==> src/rsbl_pkg.sv <==
package rsbl_pkg;

  localparam int CORDIC_STEPS = 28;
  localparam int XY_W = 36;
  localparam int ANG_W = 32;
  localparam int NUM_W = 29;
  localparam int MAG_W = 28;
  localparam int PITCH_W = 20;
  localparam int CNT_W = 7;
  localparam int COORD_W = 24;
  localparam int IDX_W = 12;
  localparam int CFG_IDX_W = 2;
  localparam int CFG_DATA_W = 20;
  localparam int QUEUE_DEPTH = 2;

  localparam logic [ANG_W-1:0] TURN_ZERO = 32'h0000_0000;
  localparam logic [ANG_W-1:0] TURN_QUARTER = 32'h4000_0000;
  localparam logic [ANG_W-1:0] TURN_HALF = 32'h8000_0000;
  localparam logic [ANG_W-1:0] TURN_3QUARTER = 32'hC000_0000;

  localparam logic [PITCH_W-1:0] RESET_PITCH = 20'd8192;
  localparam logic [CNT_W-1:0] RESET_RINGS = 7'd4;
  localparam logic [CNT_W-1:0] RESET_BLOCKS = 7'd32;

  localparam logic [IDX_W:0] INDEX_LIMIT = 13'd4095;

  // atan(2^-i) in Q0.32 turns.
  localparam logic [ANG_W-1:0] ATAN_TURNS [CORDIC_STEPS] = '{
    32'h20000000, 32'h12E4051E, 32'h09FB385B, 32'h051111D4, 32'h028B0D43,
    32'h0145D7E1, 32'h00A2F61E, 32'h00517C55, 32'h0028BE53, 32'h00145F2F,
    32'h000A2F98, 32'h000517CC, 32'h00028BE6, 32'h000145F3, 32'h0000A2FA,
    32'h0000517D, 32'h000028BE, 32'h0000145F, 32'h00000A30, 32'h00000518,
    32'h0000028C, 32'h00000146, 32'h000000A3, 32'h00000051, 32'h00000029,
    32'h00000014, 32'h0000000A, 32'h00000005
  };

  typedef enum logic [CFG_IDX_W-1:0] {
    REG_RING_PITCH = 2'd0,
    REG_RING_COUNT = 2'd1,
    REG_BLOCKS_PER_RING = 2'd2
  } reg_idx_t;

  typedef struct packed {
    logic [PITCH_W-1:0] ring_pitch;
    logic [CNT_W-1:0] ring_count;
    logic [CNT_W-1:0] blocks_per_ring;
  } cfg_t;

  typedef struct packed {
    logic direct;
    logic [ANG_W-1:0] ang;
    logic signed [XY_W-1:0] x;
    logic signed [XY_W-1:0] y;
    logic [MAG_W-1:0] mag;
    logic neg;
    logic bad;
  } task_t;

endpackage

==> src/rsbl_front.sv <==
module rsbl_front #(
  parameter int MAX_RINGS = 64,
  parameter int MAX_BLOCKS_PER_RING = 64
) (
  input  logic signed [23:0] x_coord,
  input  logic signed [23:0] y_coord,
  input  logic signed [23:0] z_coord,
  input  rsbl_pkg::cfg_t     cfg,
  output rsbl_pkg::task_t    item
);
  import rsbl_pkg::*;

  logic signed [XY_W-1:0] xs;
  logic signed [XY_W-1:0] ys;
  logic [26:0] prod;
  logic signed [NUM_W-1:0] num;

  assign xs = {{4{x_coord[23]}}, x_coord, 8'h00};
  assign ys = {{4{y_coord[23]}}, y_coord, 8'h00};
  assign prod = 27'(cfg.ring_pitch) * 27'(cfg.ring_count);
  assign num = {{4{z_coord[23]}}, z_coord, 1'b0} + $signed({2'b00, prod});

  always_comb begin
    item.mag = num[NUM_W-1] ? MAG_W'(-num) : num[MAG_W-1:0];
    item.neg = num[NUM_W-1];
    item.bad = (cfg.ring_pitch == '0) || (cfg.blocks_per_ring == '0) ||
               (int'(cfg.ring_count) > MAX_RINGS) ||
               (int'(cfg.blocks_per_ring) > MAX_BLOCKS_PER_RING);
    item.direct = 1'b0;
    item.x = xs;
    item.y = ys;
    item.ang = TURN_ZERO;
    priority if (y_coord == '0) begin
      item.direct = 1'b1;
      item.ang = x_coord[23] ? TURN_HALF : TURN_ZERO;
    end else if (x_coord == '0) begin
      item.direct = 1'b1;
      item.ang = y_coord[23] ? TURN_3QUARTER : TURN_QUARTER;
    end else if (x_coord[23]) begin
      item.x = -xs;
      item.y = -ys;
      item.ang = TURN_HALF;
    end else begin
      item.ang = TURN_ZERO;
    end
  end

endmodule

==> config.mk <==
export PLATFORM = sky130hd
export DESIGN_NAME = rsbl_front
export DESIGN_NICKNAME = d
export VERILOG_FILES = /design/src/rsbl_pkg.sv /design/src/rsbl_front.sv
export SDC_FILE = /design/constraint.sdc
export NUM_CORES = 1
export LEC_CHECK = 0
export BUFFER_PORTS_ARGS = -buffer_cell sky130_fd_sc_hd__buf_2
export CAP_MARGIN = 25
export CORE_MARGIN = 3
export CORE_UTILIZATION = 44
export DETAILED_ROUTE_END_ITERATION = 12
export GPL_ROUTABILITY_DRIVEN = 0
export PLACE_DENSITY = 0.77
export SLEW_MARGIN = 15
export SYNTH_ARGS = -nofsm -noshare
export SYNTH_HDL_FRONTEND = slang
export SYNTH_SLANG_ARGS = --single-unit
==> constraint.sdc <==
create_clock -name vclk -period 9.8
set_input_delay 1.47 -clock vclk [all_inputs]
set_output_delay 1.47 -clock vclk [all_outputs]
set_load 0.01 [all_outputs]
Word-level counts from Yosys, hierarchy flattened --
Index checks and enable logic that the tools add are counted.
Word-level totals: register bits 0, bits in latches 0, bits in writable memories 0, memory bits (read-only) 0, input bits 106, output and inout port bits 135, logic and storage cells 23, memories kept 0
Cells by class: add/sub/neg operators 4, $mul 1, div/mod/pow operators 0, order comparisons 2, equality and inequality tests 0, shift-type cells 0, muxes and demuxes 9, bitwise gates (word level) 0, reductions and logical operators 7
Operators with widths (number):
- 72-bit two-way mux | 3
- 32-bit two-way mux | 3
- 32-bit negator with 36-bit output | 2
- 24-bit logical NOT | 2
- 33-bit two-way mux | 1
- 25-bit by 28-bit adder with 29-bit output | 1
- 28-bit two-way mux | 1
- 28-bit negator | 1
- 20-bit by 7-bit multiplier with 27-bit output | 1
- 20-bit logical NOT | 1
- 7-bit > comparator (second input constant) | 2
- 7-bit logical NOT | 1
- 1-bit logical OR | 3
- 1-bit two-way mux | 1

Longest topological paths before layout --
Gate-level depths: netlist (run 1).
depth after elaboration 4, mapped depth 32, gate-level depth less buffers 29

Least setup slack after synthesis (run 1) --
OpenSTA, ideal clock, no wires.
path type input to output, start point in cfg[13] (netlist bit), end point out item[21] (netlist bit), arrival 8.178 ns, data required time 8.330 ns, setup slack 0.152 ns, stages on the path 29, buffers on the path 2, cells stage by stage clkbuf_1 nand2_1 fa_1 fa_1 inv_1 fa_1 inv_1 fa_1 inv_1 ha_1 o21ai_0 nand2b_1 a21o_1 a311oi_1 o21a_1 a21oi_1 or3_1 xor2_1 ha_1 nand3_1 a2111o_1 o2111ai_1 a31oi_1 o21ai_4 xnor2_4 inv_4 buf_4 nand2_1 xor2_1
RTL lines:
- start, declared | line rsbl_front.sv:8 | input rsbl_pkg::cfg_t cfg,
- end, declared | line rsbl_front.sv:9 | output rsbl_pkg::task_t item

==> run_results.csv, run 1 <==
group,metric,value,unit
setup_path,critPathMaxStageDelay,0.56,ns
layout,design.seq.count,0,
floorplan,num_io_pins,241,
hold_path,hold_class,"primary input to primary output",
layout,fin_area,9980,um2
floorplan,coreArea,18270,um2
routing,detail_route.first_pass.iterations,5,
timing,fin_crit,9.602,ns
layout,seq_area,0,um2
yosys,synth-seq-area-share,0,%
timing,fin_ws,0.1978,ns
timing,finalHoldViolCount,0,
routing,drt.antenna.violating_nets,0,
placed_design,dp_slack,-0.1037,ns
layout,clock_buffers,0,
yosys,synth_area_per_cell,7.633,um2
setup_path,critPathLaunchType,"primary input",
timing,whs,3.173,ns
yosys,synth_top_area_share,21.63,%
routing,route.detailed.drc,0,
floorplan,die_w,143.6,um
timing,final-setup-viol-count,0,
routing,routedWlPerCell,15.63,um
floorplan,start_util,45.58,%
yosys,syn_inst,1091,
timing,tightest_slew,0.7161,ns
global_route,grt_max_degree,25,
setup_path,critical_path_arrival,8.13,ns
yosys,netlist_area,8328,um2
layout,drive_gt1_share,25.44,%
layout,areaGrowthSynthToFinish,19.83,%
outcome,status,"complete, no violations",
setup_path,endpoint_kind,"primary output",
timing,fin_setup_tns,0,ns
floorplan,fp.dieH,143.6,um
routing,drt_wl_total,23930,um
floorplan,rows,49,
global_route,antenna_found_initial,1,
layout,multi_input_area,7781,um2
global_route,grt_pass1_wl,37140,um
global_route,grt_pass1_vias,7814,
setup_path,path_max_fanout,13,
setup_path,critPathSlowestCell,"fa_1",
global_route,grtUsageTotal,21.51,%
yosys,yosysWarnings,0,
setup_path,cp.required,8.33,ns
setup_path,cpMostUsedCell,"fa_1",
job,cap_violations,0,
placed_design,dpl.hpwl,19800,um
routing,viasPerCell,5.515,
placed_design,port_buffers,195,
floorplan,dieArea,20610,um2
layout,nets,1574,
setup_path,crit_end,"item[27]",
global_route,grt_overflow,0,
timing,drv_slew,0,
timing,fin_crit_sh,97.98,%
setup_path,startpoint,"cfg[10]",
timing,max_freq,104.1,MHz
routing,num_vias,8443,
setup_path,critPathKind,"primary input to primary output",
yosys,synth_top_area_cell,"fa_1",
timing,relSlewSlack,52.15,%
yosys,yosysUniqueCellTypes,76,
routing,first_iter_violations,507,
placed_design,placed_area,9542,um2
yosys,ys_top_cells_by_area,"fa_1, ha_1, and2_1, xnor2_1, inv_1",
layout,fillers,1739,
==> synth_stat cells (22+ instances only) <==
library cell and number:
inv_1 130, xnor2_1 62, xor2_1 44, fa_1 90, nand3_1 22, nor2_1 51
a21oi_1 56, ha_1 75, a21o_1 23, o21ai_0 42, nand2_1 92, buf_4 50
and2_1 99, clkbuf_1 27
==> kinds of logic after synthesis <==
family | count (synthesis) | share of synthesized area, %
other | 1 | 0.04503
XOR/XNOR | 107 | 11.48
buffers and inverters | 217 | 12.42
adder cells (fa/ha/maj) | 165 | 32.90
AND/OR/NAND/NOR | 375 | 24.38
multiplexers | 5 | 0.6160
AO/OA/AOI/OAI | 221 | 18.15
==> placed cells by master (no fill, tap or decap), types with 7 or more instances in the layout <==
| cell | Yosys | final |
|---|---|---|
| nand2b_1 | 9 | 9 |
| nand4_1 | 10 | 10 |
| o21ai_0 | 42 | 32 |
| buf_2 | 6 | 195 |
| nor3_1 | 15 | 15 |
| buf_4 | 50 | 54 |
| ha_1 | 75 | 68 |
| fa_1 | 90 | 90 |
| a21oi_2 | 1 | 9 |
| a21o_1 | 23 | 22 |
| nand2_1 | 92 | 92 |
| and3_1 | 11 | 10 |
| and2_1 | 99 | 98 |
| nor4_1 | 13 | 12 |
| xnor2_1 | 62 | 61 |
| a21oi_1 | 56 | 46 |
| conb_1 | 1 | 46 |
| o31ai_1 | 18 | 17 |
| xor2_1 | 44 | 44 |
| nor2b_1 | 10 | 10 |
| o211ai_1 | 7 | 7 |
| nand3_1 | 22 | 22 |
| o21ai_1 | 3 | 7 |
| inv_1 | 130 | 129 |
| o21bai_1 | 9 | 9 |
| nor2_1 | 51 | 47 |
==> how the worst min path moves through the flow <==
stage	endpoint	slack (ns)	start	cells past startpoint
6_report	item[38]	3.17	y_coord[0]	2
5_1_grt	item[38]	3.19	y_coord[0]	2
4_1_cts	item[38]	3.17	y_coord[0]	2
3_5_place_dp	item[38]	3.17	y_coord[0]	2
3_3_place_gp	item[38]	3.16	y_coord[0]	2
2_1_floorplan	item[40]	3.02	y_coord[2]	1
==> worst max-delay path, delay by kind of cell <==
family                     cells  cell delay (ns)
adders and majority gates      6             2.71
AOI/OAI and AO/OA             12             2.25
buffers and inverters          7             0.92
and+or+nand+nor                3             0.46
xor gates and xnor gates       2             0.30
==> layout make-up <==
type	count	area share, %
multi-input cells	919	77.97
repair buffers	251	14.15
inverters	131	4.977
well taps	229	2.871
diodes	1	0.02508
==> routing by layer <==
metal	global-route usage (%)	up-vias	routed length (um)
met5	0	-	0
met4	4.609	0	516
met3	1.564	40	1232
met2	37.56	266	11970
met1	29.29	4118	10210
li1	-	4019	-
==> through the flow <==
step,cells,utilization (%)
CTS,1517,52.34
detailed placement,1517,52.23
global placement,1517,52.23
global route,1531,54.62
finish,1531,54.62
floorplan,1136,-
==> repair_timing <==
action                     in CTS  in global routing
gates resized for setup         4                 70
buffers inserted                0                 13
setup endpoints to repair      27                 28
pin swaps                       0                 38
hold buffers                    0                  0
Power of run 1 is not shown: default switching activity piles up to over one toggle a cycle in this logic, so the estimate is an artifact.
==> run 2, diff against run 1 <==
--- a/config.mk
+++ b/config.mk
@@ -5,13 +5,14 @@
 export SDC_FILE = /design/constraint.sdc
 export NUM_CORES = 1
 export LEC_CHECK = 0
+export ABC_AREA = 1
 export BUFFER_PORTS_ARGS = -buffer_cell sky130_fd_sc_hd__buf_2
 export CAP_MARGIN = 25
 export CORE_MARGIN = 3
-export CORE_UTILIZATION = 44
+export CORE_UTILIZATION = 43
 export DETAILED_ROUTE_END_ITERATION = 12
 export GPL_ROUTABILITY_DRIVEN = 0
-export PLACE_DENSITY = 0.77
+export PLACE_DENSITY = 0.75
 export SLEW_MARGIN = 15
 export SYNTH_ARGS = -nofsm -noshare
 export SYNTH_HDL_FRONTEND = slang
==> run_results.csv, run 2 <==
group,metric,value,unit
outcome,status,"complete, no violations",
timing,max_freq,107.4,MHz
global_route,grt_overflow,0,
global_route,met2_usage,36.77,%
floorplan,dieArea,22480,um2
layout,drive_gt1_share,14.41,%
timing,fin_ws,0.4904,ns
yosys,synthMuxAreaShare,0,%
floorplan,num_io_pins,241,
hold_path,holdPathEnd,"item[74]",
yosys,synth-seq-area-share,0,%
yosys,yosys.area_share.simple,32.85,%
global_route,grt_pass1_vias,8662,
yosys,synth_top_family_by_area,"simple AND/OR/NAND/NOR gates",
routing,route.detailed.drc,0,
placed_design,dp_slack,0.2768,ns
timing,fin_crit_sh,95.00,%
setup_path,startpoint,"cfg[12]",
hold_path,hold_depth,2,
yosys,synth_top_area_cell,"fa_1",
global_route,busiest_layer,"met2",
global_route,grtUsageMet1,28.80,%
hold_path,hold_class,"primary input to primary output",
yosys,netlist_area,8910,um2
global_route,antenna_found_initial,1,
routing,drt.antenna.violating_nets,0,
timing,relSlewSlack,58.72,%
layout,diodes,0,
setup_path,critical_path_arrival,7.84,ns
floorplan,rows,52,
timing,finalHoldViolCount,0,
yosys,syn_inst,1490,
yosys,synth_area_per_cell,5.980,um2
hold_path,min_from,"x_coord[0]",
layout,areaGrowthSynthToFinish,11.11,%
timing,rsz0062_at_grt,"yes",
job,cap_violations,0,
layout,nets,1918,
layout,design.seq.count,0,
layout,most-common-layout-cells,"nand2_1, inv_1, buf_2",
layout,clock_buffers,0,
placed_design,dpl.hpwl,20960,um
routing,drt_wl_total,24100,um
cts,holdBufCountCts,0,
global_route,grt_pass1_wl,39910,um
timing,fin_setup_tns,0,ns
global_route,grtUsageTotal,20.79,%
yosys,yosysMostFrequentCell,"nand2_1",
routing,viasPerCell,4.848,
setup_path,critPathKind,"primary input to primary output",
timing,tightest_slew,0.6177,ns
floorplan,fp.dieH,149.9,um
yosys,yosys-top-cells-count,"nand2_1, inv_1, nor2_1, fa_1, ha_1",
floorplan,coreArea,20300,um2
layout,utilization,48.77,%
setup_path,critPathLaunchType,"primary input",
timing,fin_crit,9.310,ns
setup_path,cp.required,8.33,ns
global_route,grt_max_degree,27,
setup_path,endpoint_kind,"primary output",
yosys,synth_compound_area_share,7.934,%
yosys,yosysWarnings,0,
yosys,synth_fa_ha_area_share,30.75,%
routing,first_iter_violations,480,
routing,detail_route.first_pass.iterations,5,
routing,routedWlPerCell,12.59,um
layout,final_common_cell,"nand2_1",
setup_path,critPathMaxStageDelay,0.54,ns
yosys,synth_top_area_share,20.22,%
setup_path,cpMostUsedCell,"nand2_1",
yosys,yosysUniqueCellTypes,48,
timing,drv_slew,0,
placed_design,port_buffers,195,
yosys,synth_xor_area_share,8.257,%
setup_path,path_max_fanout,21,
routing,num_vias,9283,
floorplan,start_util,43.89,%
setup_path,critPathSlowestCell,"fa_1",
floorplan,die_w,149.9,um
timing,final-setup-viol-count,0,
global_route,met3_usage,1.181,%
layout,seq_area,0,um2
yosys,ys_top_cells_by_area,"fa_1, nand2_1, inv_1, ha_1, xor2_1",
## run 2: changes by cell type after synthesis, moves of 13 or more
cell,change
a21o_1,-19
and2_1,-95
inv_1,+197
nand2_1,+346
nand3_1,+42
nor2_1,+59
o21ai_0,-13
o31ai_1,-16
xnor2_1,-26
## run 2: layout make-up
cell class                      count  area, um2
Fill cell                        2138      10400
Multi-Input combinational cell   1116       7313
Inverter                          331       1247
Timing Repair Buffer              198       1001
Tap cell                          270      337.8
## run 2: cells by family after synthesis
family | count (synthesis)
xor gates and xnor gates | 84
and+or+nand+nor | 696
other | 1
buffers and inverters | 419
adders and majority gates | 165
AOI/OAI and AO/OA | 125
## run 2: worst max-delay path, delay by kind of cell
family          cells  cell delay, ns
xor+xnor            1            0.15
simple gates       13            1.66
compound gates      5            0.84
fa+ha+maj           6            2.81
buf+inv             7            0.89
## run 2: worst max path at each step
stage                to  slack (ns)  depth (start not counted)
3_5_place_dp   item[28]        0.28                         36
3_3_place_gp   item[28]        0.43                         36
4_1_cts        item[28]        0.27                         36
2_1_floorplan  item[20]        1.09                         33
5_1_grt        item[23]      -0.005                         34
6_report       item[23]        0.49                         32
## run 2: metrics by stage
step / area, um2 / cells / hold slack (ns)
finish: 9899 / 1915 / 3.142
global route: 9899 / 1915 / 3.157
CTS: 9846 / 1913 / 3.144
detailed placement: 9846 / 1913 / 3.143
global placement: 9846 / 1913 / 3.141
floorplan: 9079 / 1535 / 3.020
## run 2: routing by layer
metal  vias to the layer above  wire length, um  share of wire [%]
met1                      4235            10990                 46
met4                         2              410                1.7
met5                         -               13              0.054
li1                       4717                -                  -
met3                        42             1272                5.3
met2                       287            11420                 47
## run 2: repair_timing
action,in CTS,in global routing
setup buffers,0,2
endpoints found under the setup margin,0,18
resized for setup,0,16
Power of run 2 is left out for the same reason.
==> run 3, diff against run 2 <==
--- a/config.mk
+++ b/config.mk
@@ -8,11 +8,13 @@
 export ABC_AREA = 1
 export BUFFER_PORTS_ARGS = -buffer_cell sky130_fd_sc_hd__buf_2
 export CAP_MARGIN = 25
+export CORE_ASPECT_RATIO = 1.25
 export CORE_MARGIN = 3
 export CORE_UTILIZATION = 43
 export DETAILED_ROUTE_END_ITERATION = 12
 export GPL_ROUTABILITY_DRIVEN = 0
-export PLACE_DENSITY = 0.75
+export PLACE_DENSITY = 0.72
+export REMOVE_ABC_BUFFERS = 1
 export SLEW_MARGIN = 15
 export SYNTH_ARGS = -nofsm -noshare
 export SYNTH_HDL_FRONTEND = slang
==> constraint.sdc (replaced) <==
create_clock -name vclk -period 9
set_input_delay 1.35 -clock vclk [all_inputs]
set_output_delay 1.35 -clock vclk [all_outputs]
set_load 0.01 [all_outputs]
==> run_results.csv, run 3 (same netlist as run 2, synthesis figures left out) <==
group,metric,value,unit
placed_design,port_buffers,195,
timing,final-setup-viol-count,0,
timing,relSlewSlack,58.18,%
setup_path,cp.required,7.65,ns
job,cap_violations,0,
timing,finalHoldViolCount,0,
floorplan,num_io_pins,241,
layout,nets,1943,
routing,first_iter_violations,471,
layout,drive_gt1_share,17.90,%
layout,utilization,50.90,%
floorplan,die_w,134.8,um
routing,routedWlPerCell,12.92,um
routing,detail_route.first_pass.iterations,5,
hold_path,hold_class,"primary input to primary output",
global_route,grt_pass1_wl,41030,um
placed_design,dpl.hpwl,21740,um
global_route,antenna_found_initial,3,
routing,drt_wl_total,25110,um
timing,fin_ws,0.3609,ns
timing,tightest_slew,0.6258,ns
layout,seq_area,0,um2
routing,num_vias,9330,
layout,design.seq.count,0,
setup_path,cpMostUsedCell,"nand2_1",
setup_path,critPathKind,"primary input to primary output",
outcome,status,"complete, no violations",
routing,viasPerCell,4.802,
global_route,grt_pass1_vias,8957,
setup_path,critPathSlowestCell,"fa_1",
global_route,grt_overflow,0,
setup_path,critPathLaunchType,"primary input",
layout,fillers,2110,
floorplan,rows,58,
global_route,grtUsageTotal,21.40,%
timing,max_freq,115.8,MHz
setup_path,path_buf_inv,8,
setup_path,critical_path_arrival,7.29,ns
floorplan,dieArea,22490,um2
placed_design,dp_slack,-0.003605,ns
floorplan,start_util,44.01,%
global_route,grt_max_degree,27,
layout,final_common_cell,"nand2_1",
layout,most-common-layout-cells,"nand2_1, inv_1, buf_2",
routing,route.detailed.drc,0,
timing,fin_crit_sh,95.99,%
floorplan,fp.dieH,166.9,um
layout,clock_buffers,0,
timing,whs,2.911,ns
layout,areaGrowthSynthToFinish,15.67,%
floorplan,coreArea,20250,um2
setup_path,critPathMaxStageDelay,0.57,ns
setup_path,crit_family,"adder cells",
timing,drv_slew,0,
timing,fin_crit,8.639,ns
setup_path,path_max_fanout,14,
setup_path,endpoint_kind,"primary output",
routing,drt.antenna.violating_nets,0,
run 3: changes by cell type in the layout (fill, tap and decap cells not counted), moves of 5 or more:
cell	delta
buf_4	+26
a21oi_2	+15
buf_2	-5
nand2_1	-5
ha_1	-8
a21oi_1	-15
nand2_2	+5
run 3: layout make-up:
class | count | area (um2) | share of cell area [%]
inverters | 331 | 1245 | 12.08
diodes | 3 | 7.507 | 0.07284
multi-input cells | 1116 | 7487 | 72.65
repair buffers | 223 | 1229 | 11.92
well taps | 270 | 337.8 | 3.278
run 3: final timing paths:
check,end,start,cells after the start
min,item[74],x_coord[0],2
max,item[29],cfg[12],34
run 3: timing repair:
item / 4_1_cts / 5_1_grt
gates resized for setup: 1 / 72
endpoints found under the setup margin: 1 / 28
endpoints found under the hold margin: 0 / 0
pin swaps: 0 / 19
hold buffers: 0 / 0
buffers inserted: 0 / 3
run 3: metrics by stage:
step	instance area (um2)	cells	setup TNS (ns)
CTS	10040	1937	0
finish	10310	1943	0
floorplan	8524	1447	0
global placement	10040	1937	-0.01098
global route	10310	1943	-0.09684
detailed placement	10040	1937	-0.003605
run 3: layer usage:
| layer | GRT usage, % | wire [um] | vias to the layer above |
|---|---|---|---|
| met1 | 27.72 | 10760 | 4274 |
| met3 | 0.7251 | 1061 | 22 |
| met2 | 39.82 | 12950 | 263 |
| li1 | - | - | 4771 |
| met4 | 3.632 | 337 | 0 |
| met5 | 0 | 0 | - |
Power of run 3 is left out for the same reason.
