## src/rsbl_pkg.sv

```systemverilog
package rsbl_pkg;

  localparam int CORDIC_STEPS = 28;
  localparam int XY_W = 36;
  localparam int ANG_W = 32;
  localparam int NUM_W = 29;
  localparam int MAG_W = 28;
  localparam int PITCH_W = 20;
  localparam int CNT_W = 7;
  localparam int COORD_W = 24;
  localparam int IDX_W = 12;
  localparam int CFG_IDX_W = 2;
  localparam int CFG_DATA_W = 20;
  localparam int QUEUE_DEPTH = 2;

  localparam logic [ANG_W-1:0] TURN_ZERO = 32'h0000_0000;
  localparam logic [ANG_W-1:0] TURN_QUARTER = 32'h4000_0000;
  localparam logic [ANG_W-1:0] TURN_HALF = 32'h8000_0000;
  localparam logic [ANG_W-1:0] TURN_3QUARTER = 32'hC000_0000;

  localparam logic [PITCH_W-1:0] RESET_PITCH = 20'd8192;
  localparam logic [CNT_W-1:0] RESET_RINGS = 7'd4;
  localparam logic [CNT_W-1:0] RESET_BLOCKS = 7'd32;

  localparam logic [IDX_W:0] INDEX_LIMIT = 13'd4095;

  // atan(2^-i) in Q0.32 turns.
  localparam logic [ANG_W-1:0] ATAN_TURNS [CORDIC_STEPS] = '{
    32'h20000000, 32'h12E4051E, 32'h09FB385B, 32'h051111D4, 32'h028B0D43,
    32'h0145D7E1, 32'h00A2F61E, 32'h00517C55, 32'h0028BE53, 32'h00145F2F,
    32'h000A2F98, 32'h000517CC, 32'h00028BE6, 32'h000145F3, 32'h0000A2FA,
    32'h0000517D, 32'h000028BE, 32'h0000145F, 32'h00000A30, 32'h00000518,
    32'h0000028C, 32'h00000146, 32'h000000A3, 32'h00000051, 32'h00000029,
    32'h00000014, 32'h0000000A, 32'h00000005
  };

  typedef enum logic [CFG_IDX_W-1:0] {
    REG_RING_PITCH = 2'd0,
    REG_RING_COUNT = 2'd1,
    REG_BLOCKS_PER_RING = 2'd2
  } reg_idx_t;

  typedef struct packed {
    logic [PITCH_W-1:0] ring_pitch;
    logic [CNT_W-1:0] ring_count;
    logic [CNT_W-1:0] blocks_per_ring;
  } cfg_t;

  typedef struct packed {
    logic direct;
    logic [ANG_W-1:0] ang;
    logic signed [XY_W-1:0] x;
    logic signed [XY_W-1:0] y;
    logic [MAG_W-1:0] mag;
    logic neg;
    logic bad;
  } task_t;

endpackage

```

## src/rsbl_queue.sv

```systemverilog
module rsbl_queue (
  input  logic            clk,
  input  logic            rst,
  input  logic            push,
  input  rsbl_pkg::task_t push_item,
  input  logic            pop,
  output logic            out_valid,
  output rsbl_pkg::task_t out_item,
  output logic            full
);
  import rsbl_pkg::*;

  task_t mem [QUEUE_DEPTH];
  logic wr_ptr;
  logic rd_ptr;
  logic [1:0] count;
  logic do_pop;

  assign out_valid = (count != 2'd0);
  assign full = (count == 2'(QUEUE_DEPTH));
  assign out_item = mem[rd_ptr];
  assign do_pop = pop && out_valid;

  always_ff @(posedge clk) begin
    if (rst) begin
      wr_ptr <= 1'b0;
      rd_ptr <= 1'b0;
      count <= 2'd0;
    end else begin
      if (push) begin
        wr_ptr <= ~wr_ptr;
      end
      if (do_pop) begin
        rd_ptr <= ~rd_ptr;
      end
      count <= count + 2'(push) - 2'(do_pop);
    end
  end

  always_ff @(posedge clk) begin
    if (push) begin
      mem[wr_ptr] <= push_item;
    end
  end

endmodule

```

## config.mk

```make
export PLATFORM = sky130hd
export DESIGN_NAME = rsbl_queue
export DESIGN_NICKNAME = d
export VERILOG_FILES = /design/src/rsbl_pkg.sv /design/src/rsbl_queue.sv
export SDC_FILE = /design/constraint.sdc
export NUM_CORES = 1
export LEC_CHECK = 0
export ABC_AREA = 1
export BUFFER_PORTS_ARGS = -buffer_cell sky130_fd_sc_hd__buf_2
export CORE_MARGIN = 2
export CORE_UTILIZATION = 44
export DETAILED_ROUTE_END_ITERATION = 6
export PLACE_DENSITY = 0.75
export REMOVE_ABC_BUFFERS = 1
export SLEW_MARGIN = 20
export SYNTH_ARGS = -nofsm -noshare
export SYNTH_HDL_FRONTEND = slang
export SYNTH_SLANG_ARGS = --single-unit
```

## constraint.sdc

```tcl
create_clock -name clk -period 9 [get_ports clk]
set_clock_uncertainty 0.05 [all_clocks]
set_input_delay 1.8 -clock clk [delete_from_list [all_inputs] [get_ports clk]]
set_output_delay 1.8 -clock clk [all_outputs]
set_load 0.01 [all_outputs]
```

* Word-level counts from Yosys, hierarchy flattened *
Memories as Yosys holds them, arrays and structs flattened. A register that Yosys moved wholly into a read port is not among the register bits.
Cells that the tools add are included.
Widths: inputs -> output; s select.

word-level totals
  flip-flop bits (word level) = 4
  RAM bits = 270
  memories = 1

memories
  name  words  width  read ports  clocked after Yosys merged registers in  wr ports  RTL line          RTL
  mem   2      135    1           1                                        1         rsbl_queue.sv:13  task_t mem [QUEUE_DEPTH];

cells by class
  $add $sub $neg = 2
  equality and inequality tests = 1
  muxes and demuxes = 4
  bitwise gates (word level) = 2
  reduce and logical (&&, ||, !) cells = 2

operators with widths
  cell                number
  $mux 1              4
  $add 2x1->2         1
  $eq 2x2->1 const B  1
  $not 1->1           2
  $reduce_bool 2->1   1
  $sub 2x1->2         1
  $logic_and 1x1->1   1

* Depth between registers and ports, before layout *
Gate-level depths: netlist (run 1).

  depth in word-level cells = 4
  gate-level depth with buffers = 10
  depth with buffers taken out = 10

* Least setup slack after synthesis (run 1) *
Ideal clock, no wire load.

  kind = input to register
  start = in push
  end = mem mem[0][0] in the netlist's numbering, enable pin
  arrival time = 7,486 ps
  data required time = 8,315 ps
  path slack = 829 ps
  stages on the path = 2
  path buffers = 0
  cells stage by stage = inv_1 nor2_1

on the way
  longest elaborated chain between the ends = 2

ends and longest elaborated chain
  what                          RTL line          RTL
  start: declaration            rsbl_queue.sv:4   input logic push,
  $mux 1                        rsbl_queue.sv:41  if (push) begin
  $mux 1 (implied by the code)  rsbl_queue.sv:42  mem[wr_ptr] <= push_item;
  end: declaration              rsbl_queue.sv:13

No other way between the ends.

==> summary.txt, run 1 <==
Global routing
  • Initial antenna violation count: 5
  • GR met1 Demand/Resource: 17.7%
  • Largest net degree at the start of global routing: 136
  • Vias in the first global route: 5,125
  • Met2 Usage GRT: 24.1%
  • GRT Total Usage: 14.7%
  • Grt peak-use layer: met2
  • Gr ovfl total: 0
  • Global-route wire length before repair: 27,800 um
  • M3 GR Usage: 4.56%

Clock network
  • Clock Latency Late Sink: 0.53 ns
  • Clock Tree Root: clkbuf_16
  • Bufs on Longest Clock Path: 3
  • CTS tree: built
  • Clk pin slew, worst setup/hold paths: 0.06 ns
  • H-Tree Depth: 1
  • Clock Sinks: 275
  • Resize count post-CTS: 0
  • Post-CTS Setup Bufs: 0
  • Num CTS Buffers: 28
  • Hold Buf Count CTS: 0

Yosys
  • Synth top cells by count: edfxtp_1, mux2_2, mux2_4
  • Synthesized area per cell: 22.3 sq um
  • Sequential-to-total area share from yosys stat: 80.7%
  • Fraction of registers with async set/reset: 0%
  • Cells after Synth: 456
  • EDFF count, synth: 270
  • Top cells by area, synth: edfxtp_1, mux2_2, mux2_4
  • Most numerous cell in the Yosys netlist: edfxtp_1
  • Synth top area share: 79.7%
  • Synth Warn #: 0
  • FF+latch count, synth: 275
  • Synth cell types: 13
  • Mapped Area: 10,200 sq um
  • Predominant post-synthesis flop cell: edfxtp_1
  • Leading area contributor after synthesis: edfxtp_1

Detailed routing
  • Post-route ant nets: 0
  • Drt first pass iters: 4
  • Final WL: 18,700 um
  • Drt drc: 0
  • Initial DRC Count: 233
  • DR WL/cell: 17.7 um
  • Total number of vias: 5,158
  • Vias/cell: 4.88

Power
  • Pwr dens: 249 nW/um^2
  • Overall Power: 3.17 mW
  • Leakage: 4.87 nW
  • IR drop worst, VDD: 0.000182 V

Layout
  • Area Growth Syn to Fin: 24.8%
  • Post-layout nets: 890
  • Footprint of the multi-input gates: 1820 sq um
  • FILL cells: 1,778
  • Share of layout cells above drive strength 1: 59.0%
  • FF/Latch Area: 8210 sq um

Timing
  • Final TNS setup: 0 ns
  • Max Freq: 209 MHz
  • # setup viols final: 0
  • Worst-margin pin slew: 1.01 ns
  • Period utilization: 53.1%
  • Unrepaired setup endpoints after global routing: false
  • Final hold vios: 0
  • Worst Setup Slack, final: 4.22 ns
  • Final Max Tran Viols: 0
  • Final Critical Period: 4.78 ns
  • Relative slew slack: 32.9%

Min path
  • Hold crit path type: flop to flop

Critical path
  • CP Capture Type: primary output
  • CP cell instances: buf_6 > mux2_2 > buf_2
  • Slowest CP cell: dfxtp_4
  • Crit start category: flop
  • Reg2reg setup slack: 6.76 ns
  • Critical path class: flop to primary output
  • Kind of cell adding the most delay to the critical path: flip-flops
  • Critical path peak fanout: 78
  • Crit-path max cell delay: 0.95 ns
  • Worst Path Required: 7.15 ns
  • Buf/Inv on CP: 2
  • Critical Path AT: 2.93 ns

Die
  • Die W: 156 um
  • Initial Util: 44.9%
  • # rows: 55
  • Boundary pin count: 276
  • Chip Height: 156 um
  • Full die area: 24,400 sq um
  • Placeable core area: 22,600 sq um

Place
  • PortBufs: 275
  • Place WS: 4.44 ns
  • Dpl hpwl: 11,800 um
  • Routability Congestion: 0.791

Run status
  • Outcome: completed

Flow run
  • Max Cap Violations: 0
-- state kept, by name, summed over array words and instances, names as in the netlist, named ones only --
signal	flops
mem	270
count	2
rd_ptr	1
wr_ptr	1
-- kinds of logic after synthesis --
| kind of cell | after synthesis | share of synthesized area [%] |
|---|---|---|
| fa+ha+maj | 2 | 0.246 |
| buf+inv | 24 | 1.50 |
| compound gates | 1 | 0.0491 |
| mux | 135 | 16.8 |
| flops | 275 | 80.7 |
| simple gates | 19 | 0.738 |
-- report_power, final --
group          switching, mW  internal, mW
registers             0.0544          1.49
logic                  0.261         0.294
clock network          0.454         0.614
-- cell usage in the layout, fill, tap and decap left out --
master,n
clkbuf_16,29
clkbuf_1,7
inv_6,1
clkinv_2,6
buf_6,1
buf_4,1
mux2_4,50
mux2_2,85
nor2_4,1
inv_1,8
a21oi_1,1
nand2_1,6
buf_12,1
nor2_1,9
nand3_1,2
clkinv_1,5
bufinv_16,1
edfxtp_1,270
dfxtp_4,1
ha_1,2
clkinv_4,1
nor3_1,1
dfxtp_1,4
diode_2,4
clkinvlp_4,1
buf_2,275
-- per-stage QoR --
stage | utilization [%] | cell area [sq um] | hold WS [ns] | cells
after floorplan | - | 10100 | 0.417 | 441
after global placement | 52.3 | 11800 | 0.441 | 1004
after detailed placement | 52.3 | 11800 | 0.456 | 1004
after CTS | 56.0 | 12700 | 0.473 | 1054
after global routing | 56.1 | 12700 | 0.500 | 1058
final | 56.1 | 12700 | 0.467 | 1058
-- tightest hold or removal path, stage by stage (launching register included) --
cell and delay (ns):
dfxtp_1 0.34, nor2_1 0.06, nor2_1 0.09
-- final timing paths --
path / start / end / cells after the start
hold / removal: rd_ptr / rd_ptr / 2
hold reg to reg: rd_ptr / rd_ptr / 2
setup / recovery: flop / out_item[11] / 3
setup reg to reg: wr_ptr / mem[1][12] / 3
-- cell type report --
type	instances	area share, %
multi-input combinational	157	14.3
clock inverter	14	0.749
clock buffer	36	5.92
tap	285	2.81
sequential	275	64.7
timing repair buffer	278	11.1
antenna	4	0.0788
inverter	9	0.305
-- per-layer routing --
metal  up-vias  share of wire (%)
li1       2391                  -
met5         -              0.080
met2       206                 48
met1      2505                 39
met3        54                7.9
met4         2                4.4
No activity file was read; power rests on OpenSTA's default activity.
==> inputs of run 2 (changes only) <==
--- a/config.mk
+++ b/config.mk
@@ -10,7 +10,7 @@
 export CORE_MARGIN = 2
 export CORE_UTILIZATION = 44
 export DETAILED_ROUTE_END_ITERATION = 6
-export PLACE_DENSITY = 0.75
+export PLACE_DENSITY = 0.77
 export REMOVE_ABC_BUFFERS = 1
 export SLEW_MARGIN = 20
 export SYNTH_ARGS = -nofsm -noshare
==> constraint.sdc (replaced) <==
create_clock -name clk -period 3.9 [get_ports clk]
set_clock_uncertainty 0.05 [all_clocks]
set_input_delay 0.78 -clock clk [delete_from_list [all_inputs] [get_ports clk]]
set_output_delay 0.78 -clock clk [all_outputs]
set_load 0.01 [all_outputs]
==> run 2 against run 1 <==
Effect of this change: clock power increased by 140%; power rose by 130%; worst setup slack got worse by 3.4 ns; via count down 0.19%; sequential power increased by 130%; combinational power rose by 140%; hold slack worse by 0.082 ns; die area unchanged; critical path type unchanged.
==> summary.txt, run 2 (synthesis results as in run 1) <==
Clock network
  • Bufs on Longest Clock Path: 3
  • Post-CTS Setup Bufs: 0
  • CTS tree: built
  • Clock Latency Late Sink: 0.52 ns
  • Clock Sinks: 275
  • Clock Tree Root: clkbuf_16
  • Num CTS Buffers: 28
  • H-Tree Depth: 1
  • Resize count post-CTS: 0
  • Clk pin slew, worst setup/hold paths: 0.06 ns
  • Hold Buf Count CTS: 0

Layout
  • Post-route design area: 12,800 sq um
  • Largest regs: mem (270), count (2)
  • Post-layout nets: 897
  • Commonest non-fill, non-tap cell in the layout: buf_2
  • Commonest cells after routing, fill and taps aside: buf_2, edfxtp_1, mux2_2
  • Most flop-heavy register: mem
  • Share of layout cells above drive strength 1: 59.9%
  • Final Util: 56.6%
  • Area Growth Syn to Fin: 26.0%
  • Max reg flops: 270

Power
  • IR drop worst, VDD: 0.000447 V
  • Leakage: 4.93 nW
  • Pwr dens: 579 nW/um^2

Detailed routing
  • Drt first pass iters: 4
  • Post-route ant nets: 0
  • Total number of vias: 5,148
  • Vias/cell: 4.83
  • Final WL: 18,700 um
  • DR WL/cell: 17.5 um
  • Initial DRC Count: 255
  • Drt drc: 0

Timing
  • Final hold vios: 0
  • Worst-margin pin slew: 0.880 ns
  • Max Freq: 328 MHz
  • Relative slew slack: 41.3%
  • Unrepaired setup endpoints after global routing: false
  • Final Max Tran Viols: 0
  • # setup viols final: 0
  • Period utilization: 78.2%
  • Final Critical Period: 3.05 ns

Global routing
  • Initial antenna violation count: 4
  • GRT Total Usage: 14.6%
  • Global-route wire length before repair: 27,800 um
  • Vias in the first global route: 5,360
  • Largest net degree at the start of global routing: 72
  • Gr ovfl total: 0

Die
  • # rows: 55
  • Full die area: 24,400 sq um
  • Die W: 156 um
  • Boundary pin count: 276
  • Chip Height: 156 um
  • Placeable core area: 22,600 sq um
  • Initial Util: 44.9%

Place
  • Routability Congestion: 0.777
  • PortBufs: 275
  • Dpl hpwl: 12,200 um
  • Placed inst area: 11,900 sq um

Critical path
  • Critical path class: flop to primary output
  • Worst Path Required: 3.07 ns
  • CP Capture Type: primary output
  • CP cell instances: buf_4 > mux2_2 > buf_2
  • Kind of cell adding the most delay to the critical path: flip-flops
  • Critical path peak fanout: 43
  • Crit start category: flop
  • Buf/Inv on CP: 2
  • Critical Path AT: 2.22 ns
  • Crit-path max cell delay: 0.79 ns
  • Slowest CP cell: dfxtp_4

Flow run
  • Max Cap Violations: 0

Min path
  • Hold crit path type: primary input to flop

Run status
  • Outcome: completed
[run 2: layout make-up]
| type | count | area, sq um |
|---|---|---|
| timing repair buffer | 285 | 1500 |
| antenna | 2 | 5.00 |
| sequential | 275 | 8210 |
| clock buffer | 34 | 744 |
| fill | 1726 | 9820 |
| inverter | 9 | 38.8 |
| tap | 285 | 357 |
| multi-input combinational | 157 | 1820 |
| clock inverter | 18 | 143 |
[run 2: final timing paths]
path / from / end / slack (ns) / cells after the start
setup / recovery: flop / out_item[59] / 0.85 / 3
setup reg to reg: wr_ptr / mem[1][12] / 2.14 / 3
hold reg to reg: rd_ptr / flop / 0.46 / 2
hold / removal: push_item[54] / mem[0][54] / 0.38 / 1
[run 2: routing by layer]
metal | vias up | global-route usage (%) | part of all wire, %
met3 | 49 | 4.72 | 8.3
li1 | 2394 | - | -
met5 | - | 0 | 0.14
met2 | 193 | 25.3 | 51
met1 | 2508 | 17.1 | 38
met4 | 4 | 4.94 | 2.9
[run 2: worst register-to-register path, stage by stage, from the launching register on]
cell     delay, ns
dfxtp_1       0.39
nand2_1       0.13
inv_6         0.43
buf_4         0.42
[run 2: report_power, final]
group          internal (mW)  switching [mW]
Clock                   1.49            1.07
Sequential              3.44          0.0982
Combinational          0.699           0.637
[run 2: metrics by stage]
stage,worst slack [ns],setup TNS (ns),instances,hold WS [ns],total power [mW]
floorplan,-3.25,-646.06,441,0.417,4.54
global placement,1.38,0,1011,0.431,4.93
detailed placement,1.35,0,1011,0.434,4.96
CTS,0.777,0,1063,0.359,7.52
global route,0.717,0,1064,0.360,7.73
finish,0.849,0,1065,0.385,7.43
==> inputs of run 3 (changes only) <==
--- a/config.mk
+++ b/config.mk
@@ -5,12 +5,12 @@
 export SDC_FILE = /design/constraint.sdc
 export NUM_CORES = 1
 export LEC_CHECK = 0
-export ABC_AREA = 1
+export ABC_AREA = 0
 export BUFFER_PORTS_ARGS = -buffer_cell sky130_fd_sc_hd__buf_2
 export CORE_MARGIN = 2
 export CORE_UTILIZATION = 44
 export DETAILED_ROUTE_END_ITERATION = 6
-export PLACE_DENSITY = 0.77
+export PLACE_DENSITY = 0.75
 export REMOVE_ABC_BUFFERS = 1
 export SLEW_MARGIN = 20
 export SYNTH_ARGS = -nofsm -noshare
==> constraint.sdc (replaced) <==
create_clock -name clk -period 2.98 [get_ports clk]
set_clock_uncertainty 0.05 [all_clocks]
set_input_delay 0.596 -clock clk [delete_from_list [all_inputs] [get_ports clk]]
set_output_delay 0.596 -clock clk [all_outputs]
set_load 0.01 [all_outputs]
==> run 3 against run 2 <==
Effect of this change: combinational power increased by 44%; clock power grew 36%; sequential share of layout area fell by 0.40 points; critical endpoint is now out_item[23]; first-iteration DRC count shrank 15%; cell count is 0.94% lower; hold slack worse by 0.19 ns; flip-flop and latch count stayed put; non-clock buffer count rose by 1; via count hardly changed; synthesized cell count fell by 2.9%.
==> summary.txt, run 3 <==
Timing
  • Period utilization: 88.3%
  • Max Freq: 380 MHz
  • Worst-margin pin slew: 0.519 ns
  • # setup viols final: 0
  • Relative slew slack: 65.3%
  • Final Max Tran Viols: 0
  • Final Critical Period: 2.63 ns
  • Final hold vios: 0
  • Final TNS setup: 0 ns
  • Worst Setup Slack, final: 0.350 ns
  • Unrepaired setup endpoints after global routing: false

Detailed routing
  • Drt first pass iters: 4
  • Vias/cell: 4.88
  • Post-route ant nets: 0
  • Total number of vias: 5,146
  • Drt drc: 0
  • Initial DRC Count: 217
  • Final WL: 19,300 um
  • DR WL/cell: 18.2 um

Clock network
  • Clk pin slew, worst setup/hold paths: 0.06 ns
  • Num CTS Buffers: 29
  • Clock Sinks: 275
  • CTS tree: built
  • Post-CTS Setup Bufs: 0
  • Clock Tree Root: clkbuf_16
  • Clock Latency Late Sink: 0.53 ns
  • Hold Buf Count CTS: 0
  • Resize count post-CTS: 0
  • H-Tree Depth: 1
  • Bufs on Longest Clock Path: 3

Die
  • Die W: 156 um
  • Initial Util: 45.0%
  • Chip Height: 156 um
  • Full die area: 24,400 sq um
  • Placeable core area: 22,600 sq um
  • # rows: 55
  • Boundary pin count: 276

Power
  • Leakage: 4.95 nW
  • Gate power share: 19.2%
  • Pwr dens: 779 nW/um^2
  • Sw frac: 24.2%
  • Clock group share of total power: 34.5%
  • NetSw: 2.43 mW
  • Seq pwr share: 46.3%
  • IR drop worst, VDD: 0.000553 V
  • Internal power: 7.62 mW

Yosys
  • Most numerous cell in the Yosys netlist: edfxtp_1
  • Sequential-to-total area share from yosys stat: 80.6%
  • FF+latch count, synth: 275
  • Synth top cells by count: edfxtp_1, mux2_2, mux2_4
  • Synth top area share: 79.7%
  • Synth Warn #: 0
  • Fraction of registers with async set/reset: 0%
  • Leading area contributor after synthesis: edfxtp_1
  • Predominant post-synthesis flop cell: edfxtp_1
  • Synth cell types: 15
  • Top cells by area, synth: edfxtp_1, mux2_2, mux2_4
  • Mapped Area: 10,200 sq um
  • Synthesized area per cell: 23.0 sq um
  • Cells after Synth: 443
  • EDFF count, synth: 270

Critical path
  • Critical path peak fanout: 22
  • Critical Path AT: 1.98 ns
  • Crit start category: flop
  • Worst Path Required: 2.33 ns
  • Critical path class: flop to primary output
  • CP Capture Type: primary output

Place
  • Cell Count Post-Placement: 999
  • Routability Congestion: 0.769
  • Place WS: 0.854 ns
  • Placed inst area: 12,000 sq um
  • Dpl hpwl: 12,700 um
  • PortBufs: 275

Flow run
  • Max Cap Violations: 0

Layout
  • Commonest cells after routing, fill and taps aside: buf_2, edfxtp_1, mux2_2
  • Final Util: 57.0%
  • Largest regs: mem (270), count (2)
  • Cell Count, Final, Fillers Out: 1,055
  • Max reg flops: 270
  • Share of layout cells above drive strength 1: 61.6%
  • Commonest non-fill, non-tap cell in the layout: buf_2
  • Post-route design area: 12,900 sq um
  • Post-layout nets: 886
  • Area Growth Syn to Fin: 26.8%
  • FILL cells: 1,726
  • Most flop-heavy register: mem

Global routing
  • GRT Total Usage: 15.2%
  • Initial antenna violation count: 6
  • Largest net degree at the start of global routing: 82
  • Vias in the first global route: 5,463
  • Global-route wire length before repair: 28,700 um
  • Gr ovfl total: 0

Min path
  • Hold crit path type: primary input to flop

Run status
  • Outcome: completed
-- run 3: changes by cell type in the layout (fill, tap and decap cells not counted), moves of 2 or more --
cell      change
clkbuf_8      +2
inv_1         -6
nor2_1        -6
buf_12        +2
nand3_1       -2
nor2b_1       +3
nand2_1       -6
diode_2       +2
mux2_2        +2
clkbuf_1      -2
-- run 3: power groups by stage --
stage	combinational [mW]	sequential, mW	clock, mW
after floorplan	1.20	4.87	0
after global placement	1.92	4.72	0
after detailed placement	1.95	4.73	0
after CTS	1.96	4.65	3.56
after global routing	2.07	4.67	3.69
final	1.93	4.65	3.47
-- run 3: routing by layer --
layer | vias to the layer above | part of all wire (%) | GRT usage (%)
met2 | 206 | 51 | 26.4
met5 | - | 0.14 | 0
met3 | 45 | 8.4 | 5.00
li1 | 2368 | - | -
met1 | 2523 | 38 | 17.6
met4 | 4 | 3.2 | 5.29
-- run 3: path summary, 6_finish.rpt --
check	start	to	slack, ns	depth (start not counted)
worst min-delay path	push_item[14]	mem[1][14]	0.20	1
worst max register to register	wr_ptr	mem[0][62]	1.39	2
worst max-delay path	flop	out_item[23]	0.35	3
worst min register to register	wr_ptr	wr_ptr	0.54	2
-- run 3: stage by stage --
step | total power, mW | hold slack, ns
after global routing | 10.4 | 0.176
after detailed placement | 6.68 | 0.540
after floorplan | 6.08 | 0.446
final | 10.0 | 0.199
after CTS | 10.2 | 0.167
after global placement | 6.64 | 0.515
-- run 3: logic make-up (layout without fill, tap and decap cells) --
group,after synthesis,count (layout),synth area share (%)
flip-flops,275,275,80.6
multiplexers,137,137,17.0
buffers and inverters,17,340,1.24
AND/OR/NAND/NOR,9,9,0.480
adder cells (fa/ha/maj),2,2,0.246
XOR/XNOR,2,2,0.307
AO/OA/AOI/OAI,1,1,0.0738
other,0,4,0
-- run 3: area by class of cell --
cell class	instances	area (sq um)	area share, %
multi-input cells	151	1850	14.4
inverters	2	7.51	0.0582
flip-flops and latches	275	8210	63.6
clock buffers	34	764	5.93
clock inverters	18	165	1.28
repair buffers	286	1530	11.9
well taps	285	357	2.76
diodes	4	10.0	0.0776
-- run 3: worst max-delay path, cell delays in order (launching register included) --
cell and delay (ns):
dfxtp_4 0.60, buf_4 0.33, mux2_2 0.37, buf_2 0.15
